==> src/sv/pcs_pkg.sv <==
// Package for the streaming Pearson correlation block.
// Holds the controller/datapath command and status types and shared codes.
// No dependencies.
package pcs_pkg;

  localparam int          Q_ONE      = 16384;
  localparam logic [3:0]  K_SQRT     = 4'd7;
  localparam logic [3:0]  K_DIV      = 4'd8;
  localparam logic [1:0]  ST_OK      = 2'd0;
  localparam logic [1:0]  ST_ZERO    = 2'd1;
  localparam logic [1:0]  ST_OVER    = 2'd2;

  typedef struct packed {
    logic       acc;       // accumulate the accepted pair
    logic       start;     // launch job k
    logic       cap;       // capture the finished job's result
    logic [3:0] k;         // 0..6 products, then square root, then divide
    logic       load_out;  // load output register and clear the sums
  } pcs_cmd_t;

  typedef struct packed {
    logic idle;
  } pcs_stat_t;

endpackage

==> src/sv/pcs_ctrl.sv <==
// Controller for the streaming Pearson correlation block.
// Sequences accumulate, products, square root, divide and result hand-off.
// Depends on pcs_pkg.
module pcs_ctrl import pcs_pkg::*; (
  input  logic      clk,
  input  logic      rst_n,
  input  logic      in_valid,
  input  logic      in_last_pair,
  output logic      in_stall,
  output logic      out_valid,
  input  logic      out_stall,
  input  pcs_stat_t stat,
  output pcs_cmd_t  cmd
);

  localparam logic [1:0] S_ACC  = 2'd0;
  localparam logic [1:0] S_GO   = 2'd1;
  localparam logic [1:0] S_WAIT = 2'd2;
  localparam logic [1:0] S_FIN  = 2'd3;

  logic [1:0] state_r, state_nxt;
  logic [3:0] k_r, k_nxt;
  logic       out_valid_r, out_valid_nxt;
  logic       accept, out_free;

  assign in_stall  = (state_r != S_ACC);
  assign accept    = in_valid && !in_stall;
  assign out_valid = out_valid_r;
  assign out_free  = !out_valid_r || !out_stall;

  always_comb begin
    state_nxt     = state_r;
    k_nxt         = k_r;
    out_valid_nxt = out_valid_r && out_stall;
    cmd           = '0;
    cmd.acc       = accept;
    cmd.k         = k_r;
    unique case (state_r)
      S_ACC: begin
        if (accept && in_last_pair) begin
          k_nxt     = '0;
          state_nxt = S_GO;
        end
      end
      S_GO: begin
        cmd.start = 1'b1;
        state_nxt = S_WAIT;
      end
      S_WAIT: begin
        if (stat.idle) begin
          cmd.cap = 1'b1;
          if (k_r == K_DIV) begin
            state_nxt = S_FIN;
          end else begin
            k_nxt     = k_r + 4'd1;
            state_nxt = S_GO;
          end
        end
      end
      S_FIN: begin
        if (out_free) begin
          cmd.load_out  = 1'b1;
          out_valid_nxt = 1'b1;
          state_nxt     = S_ACC;
        end
      end
      default: state_nxt = S_ACC;
    endcase
  end

  always_ff @(posedge clk) begin
    if (!rst_n) begin
      state_r     <= S_ACC;
      k_r         <= '0;
      out_valid_r <= 1'b0;
    end else begin
      state_r     <= state_nxt;
      k_r         <= k_nxt;
      out_valid_r <= out_valid_nxt;
    end
  end

endmodule

==> config.mk <==
export PLATFORM = sky130hd
export DESIGN_NAME = pcs_ctrl
export DESIGN_NICKNAME = d
export VERILOG_FILES = /design/src/sv/pcs_pkg.sv /design/src/sv/pcs_ctrl.sv
export SDC_FILE = /design/constraint.sdc
export NUM_CORES = 1
export LEC_CHECK = 0
export ABC_AREA = 0
export BUFFER_PORTS_ARGS = -buffer_cell sky130_fd_sc_hd__buf_2
export CAP_MARGIN = 15
export CORE_UTILIZATION = 35
export DETAILED_ROUTE_END_ITERATION = 16
export HOLD_SLACK_MARGIN = 0.05
export PLACE_DENSITY = 0.63
export SYNTH_ARGS = -nofsm -noshare
export SYNTH_HDL_FRONTEND = slang
export SYNTH_SLANG_ARGS = --single-unit
==> constraint.sdc <==
create_clock -name clk -period 1.7 [get_ports clk]
set_input_delay 0.17 -clock clk [delete_from_list [all_inputs] [get_ports clk]]
set_output_delay 0.17 -clock clk [all_outputs]
set_load 0.02 [all_outputs]
# Yosys cells after proc, flatten, opt, wreduce, memory -nomap -nowiden
# Cells that the tools add are included.
op_classes:
  add_sub_neg: 1
  n_eq_ne: 8
  muxes: 16
  reduce_logical: 12
op_table:
  columns: ["operator", "count"]
  rows:
  - ["$mux 4", 3]
  - ["$mux 2", 4]
  - ["$ne 2x2->1 const B", 4]
  - ["$pmux 2 s4", 1]
  - ["$pmux 4 s2", 1]
  - ["$mux 1", 7]
  - ["$add 4x1->4 const B", 1]
  - ["$eq 2x2->1 const B", 2]
  - ["$eq 4x4->1 const B", 1]
  - ["$reduce_and 4->1", 1]
  - ["$reduce_bool 2->1", 2]
  - ["$logic_and 1x1->1", 3]
  - ["$logic_not 1->1", 3]
  - ["$reduce_and 3->1", 1]
  - ["$eq 2x1->1 const B", 1]
  - ["$logic_not 2->1", 1]
  - ["$logic_or 1x1->1", 1]
totals:
  register_bits: 7
  inputBits: 6
  output_inout_bits: 10
  word_cells: 40

# Longest topological paths before layout
# Gate-level depths: netlist (run 1).
depth:
  depth_word: 6
  ltp_mapped: 5
  mapped_depth_nobuf: 5

# Least setup slack after synthesis (run 1)
# OpenSTA, ideal clock, no wires.
synth_timing:
  kind: "register to register"
  from: "register k_r[0]"
  to: "register k_r[1]"
  setup_time_ps: 72
  arrival_ps: 1378
  required_ps: 1628
  setup_slack_ps: 250
  stages_incl_launch_ff: 6
  n_path_buf: 0
  path_cell_list: "dfxtp_1 -> inv_1 -> ha_1 -> and4b_2 -> a211oi_4 -> mux2i_1"
synth_between:
  elab_chain_cells: 4
  word_cells_on_any_way: 7
  cone_classes: "add/sub (1); eq/ne (2); mux (3); reduce/logical (1)"
synth_rtl:
  columns: ["element", "line_no", "source"]
  rows:
  - ["start, declared", "pcs_ctrl.sv:22", "logic [3:0] k_r, k_nxt;"]
  - ["start signal, assigned", "pcs_ctrl.sv:78", "k_r <= k_nxt;"]
  - ["$add 4x1->4", "pcs_ctrl.sv:55", "k_nxt = k_r + 4'd1;"]
  - ["$mux 4", "pcs_ctrl.sv:52", "if (k_r == K_DIV) begin"]
  - ["$mux 4", "pcs_ctrl.sv:50", "if (stat.idle) begin"]
  - ["$pmux 4 s2", "pcs_ctrl.sv:38", "unique case (state_r)"]
# Several ways; a longest one is shown, not always the timed one. The select of a mux whose other input is x is not followed.
# A chain may end at the register's enable or synchronous reset.

==> key figures, run 1 <==
Outcome
  – Status: completed

Critical path
  – Slowest CP cell: dfxtp_1
  – Crit Path Class: flop to output port
  – Worst r2r src: k_r[0]
  – Max incr delay on CP: 0.50 ns
  – R2R setup slack: 0.28 ns
  – Req. time, crit path: 1.53 ns
  – Startpoint Class: flop
  – WP data arrival: 1.25 ns
  – Reg2reg end: k_r[1]
  – Worst-path maximum fanout: 9
  – Critical path, cell by cell: nand2_1 > a21oi_1 > buf_2
  – Setup crit end kind: output port
  – Worst Reg-to-Reg Cells: 5

Place
  – Place WS: 0.288 ns
  – RD Place Congestion: 0.693
  – Dpl cells: 79
  – Port bufs: 15
  – Post-detail-place hpwl: 632 µm

Clock network
  – Clock slew seen by the registers of the worst setup and hold paths: 0.06 ns
  – CTS tree: done
  – Sink Count: 7
  – H-tree levels: 1
  – # hold bufs at CTS: 0
  – Post CTS Setup Buffer Count: 0
  – Later-pin clock latency in the skew report: 0.25 ns
  – CTS Buf Count: 3
  – Clock Path Buffers: 2
  – Post-cts resize count: 0
  – Root buffer cell: clkbuf_4

Min path
  – Hold path depth: 3
  – Hold endpoint: out_valid
  – HP Start: out_stall
  – Worst min path class: input port to flop

Timing
  – Fmax: 706 MHz
  – Setup TNS Final: 0 ns
  – Slew headroom: 0.792
  – Final Setup Violations: 0
  – Minimum clock period: 1.42 ns
  – RSZ-0062 raised after global routing: no
  – Fin Clk Skew: 0.00248 ns
  – Crit share post-route: 0.833
  – Fin. max-slew vios: 0
  – Final Hold Viols: 0
  – Final WS setup: 0.283 ns
  – Worst Max-Slew Pin Slew: 0.311 ns

Logic synthesis
  – Most common cell in the synthesized netlist: nand2_1
  – Synth top area cells: dfxtp_1 30%, nand2_1 6.5%, ha_1 5.4%
  – Synth cell count leaders: 8 x nand2_1, 7 x dfxtp_1, 4 x nor2b_1, 3 x inv_1
  – Main flop type after synthesis: dfxtp_1
  – Register area share after synthesis: 0.302
  – Post-Syn Area: 464 µm²
  – Number of enable flip-flop cells after synthesis: 0
  – Post-synth net total: 61
  – Cells after Synth: 53
  – Yosys cell types: 27
  – Mean post-synth cell area: 8.76 µm²
  – Synth area leader: dfxtp_1
  – Seq cells post-synth: 7
  – Ys Warns: 0
  – Yosys top cell area share: 0.302
  – Share of synthesized registers carrying an async set or reset: 0

Cells and area
  – Fraction of layout cells with a size suffix above 1: 0.304
  – Final Instance Count excl. Fillers: 83
  – Ant diodes: 0
  – Final net count: 78
  – Area Overhead vs Synth: 20.5%

Detailed routing
  – Vias per inst: 5.00
  – TritonRoute pass-1 iters: 3
  – Initial DRC Count: 2
  – Vias: 415
  – Residual DRC: 0
  – Post-route ant nets: 0
  – WL/cell: 10.2 µm
  – Post-Route WL: 850 µm

Global routing
  – Initial antenna violation count: 0
  – First-pass GRT wire length: 1390 µm
  – Vias in the first global route: 324
  – Total track usage: 0.146
  – Largest net degree at the start of global routing: 12
  – GRT overflow: 0

Power and ir drop
  – Power Density: 685 nW/µm²
  – Static Leak: 0.000265 µW
  – Maximum VDD drop: 418 µV

Floorplan
  – Row cnt: 12
  – Die area: 1480 µm²
  – Initial core utilization: 0.396
  – Die X: 38.4 µm
  – Die Y-Extent: 38.4 µm
  – # IOs: 16
  – Core Area: 1170 µm²

Flow run
  – Max cap viols: 0
==> cell usage in the layout, fill, tap and decap left out, drive strengths merged <==
| cell | synthesis | routed |
|---|---|---|
| and3b | 2 | 2 |
| nor3b | 1 | 1 |
| nand3 | 2 | 2 |
| and4b | 1 | 1 |
| a21boi | 2 | 2 |
| o21ai | 1 | 1 |
| nor2 | 1 | 1 |
| and2 | 1 | 1 |
| nor2b | 4 | 4 |
| dfxtp | 7 | 7 |
| ha | 2 | 2 |
| nand4 | 1 | 1 |
| nand2 | 8 | 8 |
| buf | 3 | 15 |
| mux2i | 1 | 1 |
| o22ai | 1 | 1 |
| nor3 | 1 | 1 |
| and3 | 2 | 2 |
| nand3b | 3 | 3 |
| inv | 3 | 3 |
| nand4b | 2 | 2 |
| clkbuf | 0 | 4 |
| a21oi | 1 | 1 |
| o211ai | 2 | 2 |
| a211oi | 1 | 1 |
==> registers in the layout, indices dropped and copies added (netlist names) <==
signal,cells
state_r,2
k_r,4
out_valid,1
==> stage by stage <==
stage                util  cell area (µm²)  total power (µW)  hold WS [ns]
finish              0.478              559               383         0.173
global route        0.478              559               407         0.174
CTS                 0.478              559               390         0.165
detailed placement  0.455              533               231         0.439
global placement    0.455              533               232         0.438
floorplan               -              464               215         0.305
==> cell type report <==
class                   count  area, µm²
multi-input cells          40        289
flip-flops and latches      7        140
clock buffers               4       26.3
well taps                  14       17.5
repair buffers             15       75.1
inverters                   3       11.3
fillers                   120        612
==> how the worst max path moves through the flow <==
stage | from | endpoint | slack [ns] | cells after the start
after floorplan | k_r[0] | k_r[1] | 0.25 | 5
after global placement | k_r[0] | k_r[3] | 0.31 | 5
after detailed placement | k_r[0] | k_r[3] | 0.29 | 5
after CTS | state_r[0] | cmd[0] | 0.26 | 3
after global routing | state_r[0] | cmd[0] | 0.12 | 3
final | state_r[0] | cmd[0] | 0.28 | 3
==> power breakdown <==
part           leakage [µW]  switching (µW)  total [µW]  internal, µW
sequential        0.0000566            6.63         174           167
clock             0.0000150            66.0         156          89.9
combinational      0.000193            29.5        53.4          23.9
total              0.000265             102         383           281
==> per-layer routing <==
layer  wire length, µm  track usage
met5                 0            0
met4                31        0.103
met3                37       0.0523
met2               351        0.216
met1               430        0.172
==> kinds of logic (layout without fill, tap and decap cells) <==
group	after synthesis	count (layout)	share of synthesized area
buffers and inverters	6	22	0.0755
DFF	7	7	0.302
muxes	1	1	0.0216
and+or+nand+nor	29	29	0.404
adders and majority gates	2	2	0.0539
AOI/OAI and AO/OA	8	8	0.143
==> worst max-delay path, delay by kind of cell (launching register included) <==
family | cells | cell delay [ns]
AOI/OAI and AO/OA | 1 | 0.17
and+or+nand+nor | 1 | 0.13
DFF | 1 | 0.50
buffers and inverters | 1 | 0.19
(Power assumes the default switching activity.)
==> run 2, diff against run 1 <==
- ABC_AREA: 0 -> 1
- clock period: 1.7 -> 1.4 ns (I/O delays scaled with it)
==> key figures, run 2 <==
Outcome
  – Status: completed

Timing
  – Crit share post-route: 0.880
  – Minimum clock period: 1.23 ns
  – Slew headroom: 0.854
  – Fmax: 811 MHz
  – Final Hold Viols: 0
  – Worst Max-Slew Pin Slew: 0.219 ns
  – Final Setup Violations: 0
  – Fin Clk Skew: 0.00101 ns
  – RSZ-0062 raised after global routing: no
  – Setup TNS Final: 0 ns
  – Fin. max-slew vios: 0

Logic synthesis
  – Post-Syn Area: 472 µm²
  – Yosys top cell area share: 0.297
  – Mean post-synth cell area: 6.37 µm²
  – Synth top area cells: dfxtp_1 30%, nand2_1 16%, nor2_1 10%
  – Register area share after synthesis: 0.297
  – Seq cells post-synth: 7
  – Synth area leader: dfxtp_1
  – Yosys cell types: 17
  – Share of synthesized registers carrying an async set or reset: 0
  – Most common cell in the synthesized netlist: nand2_1
  – Cells after Synth: 74
  – Post-synth net total: 82
  – Number of enable flip-flop cells after synthesis: 0
  – Main flop type after synthesis: dfxtp_1
  – Synth cell count leaders: 20 x nand2_1, 13 x nor2_1, 12 x inv_1, 7 x dfxtp_1, 4 x nand3_1
  – Ys Warns: 0

Critical path
  – Slowest CP cell: dfxtp_1
  – Worst-path maximum fanout: 6
  – Max incr delay on CP: 0.43 ns
  – WP data arrival: 1.09 ns
  – Setup crit end kind: output port
  – Req. time, crit path: 1.26 ns
  – Critical path, cell by cell: nand2_1 > nor2_1 > buf_2
  – Startpoint Class: flop
  – Crit Path Class: flop to output port

Cells and area
  – Ant diodes: 0
  – Layout Cell Area excl Fill: 584 µm²
  – Area Overhead vs Synth: 23.9%
  – Largest reg by FF count: k_r
  – Max reg flops: 4
  – Commonest non-fill, non-tap cell in the layout: nand2_1
  – Most frequent cells in the layout: 20 x nand2_1, 15 x buf_2, 13 x nor2_1, 12 x inv_1, 6 x dfxtp_1
  – Final net count: 101
  – Fraction of layout cells with a size suffix above 1: 0.293

Clock network
  – Sink Count: 7
  – H-tree levels: 1
  – CTS Buf Count: 3
  – Clock slew seen by the registers of the worst setup and hold paths: 0.05 ns
  – # hold bufs at CTS: 0
  – Clock Path Buffers: 2
  – Later-pin clock latency in the skew report: 0.25 ns
  – CTS tree: done
  – Root buffer cell: clkbuf_4

Floorplan
  – Die Y-Extent: 38.7 µm
  – Row cnt: 12
  – Die X: 38.7 µm
  – Initial core utilization: 0.403
  – Core Area: 1170 µm²
  – # IOs: 16
  – Die area: 1500 µm²

Detailed routing
  – Vias per inst: 4.46
  – Residual DRC: 0
  – WL/cell: 7.88 µm
  – Post-route ant nets: 0
  – Initial DRC Count: 6
  – Vias: 473
  – TritonRoute pass-1 iters: 4
  – Post-Route WL: 835 µm

Global routing
  – Total track usage: 0.133
  – Initial antenna violation count: 0
  – Largest net degree at the start of global routing: 7
  – First-pass GRT wire length: 1380 µm
  – Vias in the first global route: 358
  – GRT overflow: 0

Power and ir drop
  – Power Density: 1030 nW/µm²
  – Static Leak: 0.000336 µW
  – Maximum VDD drop: 571 µV

Place
  – RD Place Congestion: 0.792
  – Area after DPL: 557 µm²
  – Post-detail-place hpwl: 669 µm
  – Port bufs: 15

Min path
  – Worst min path class: input port to flop

Flow run
  – Max cap viols: 0
-- run 2: cell count changes in the layout (fill, tap and decap cells not counted), moves of 4 or more --
cell     delta
nand2_1    +12
nor2_1     +12
inv_1       +9
nor2b_1     -4
-- run 2: cells by family after synthesis --
| kind of cell | after synthesis | synth area share |
|---|---|---|
| DFF | 7 | 0.297 |
| buffers and inverters | 15 | 0.127 |
| and+or+nand+nor | 45 | 0.459 |
| AOI/OAI and AO/OA | 5 | 0.0637 |
| adders and majority gates | 2 | 0.0530 |
-- run 2: metal layers --
layer / global-route usage / up-vias / wire, µm
met4: 0.0517 / 0 / 13
met1: 0.182 / 196 / 446
met2: 0.183 / 12 / 329
li1: - / 263 / -
met3: 0.0520 / 2 / 46
met5: 0 / - / 0
-- run 2: worst paths after layout --
check                                start  depth (start not counted)         to  slack, ns
worst max-delay path            state_r[1]                          3     cmd[5]       0.17
worst max register to register      k_r[1]                          8     k_r[3]       0.17
worst min register to register   out_valid                          2  out_valid       0.49
worst min-delay path                 rst_n                          3     k_r[0]       0.13
-- run 2: timing repair --
| action | CTS | global route |
|---|---|---|
| gates resized for setup | 0 | 1 |
| setup buffers | 0 | 0 |
| endpoints found under the setup margin | 0 | 1 |
| hold endpoints to repair | 0 | 0 |
-- run 2: cell type report --
class	instances	area, µm²
well taps	14	17.5
flip-flops and latches	7	141
fillers	133	587
inverters	14	52.6
repair buffers	15	75.1
clock buffers	4	26.3
multi-input cells	52	272
-- run 2: worst max-delay path, delay by kind of cell (launching register included) --
| kind | cells | cell delay (ns) |
|---|---|---|
| buf+inv | 1 | 0.16 |
| flops | 1 | 0.43 |
| simple gates | 2 | 0.25 |
-- run 2: metrics by stage --
step           worst slack (ns)   util  instances  total power [µW]  hold WS, ns
4_1_cts                   0.130  0.498        106               607        0.136
5_1_grt                  0.0413  0.499        106               648        0.139
2_1_floorplan            0.0702      -         74               377        0.260
3_3_place_gp              0.157  0.475        102               418        0.401
6_report                  0.168  0.499        106               602        0.132
3_5_place_dp              0.136  0.475        102               418        0.404
-- run 2: report_power, final --
group | internal, µW | switching (µW)
Combinational | 64.1 | 109
Sequential | 216 | 23.6
Clock | 109 | 79.2
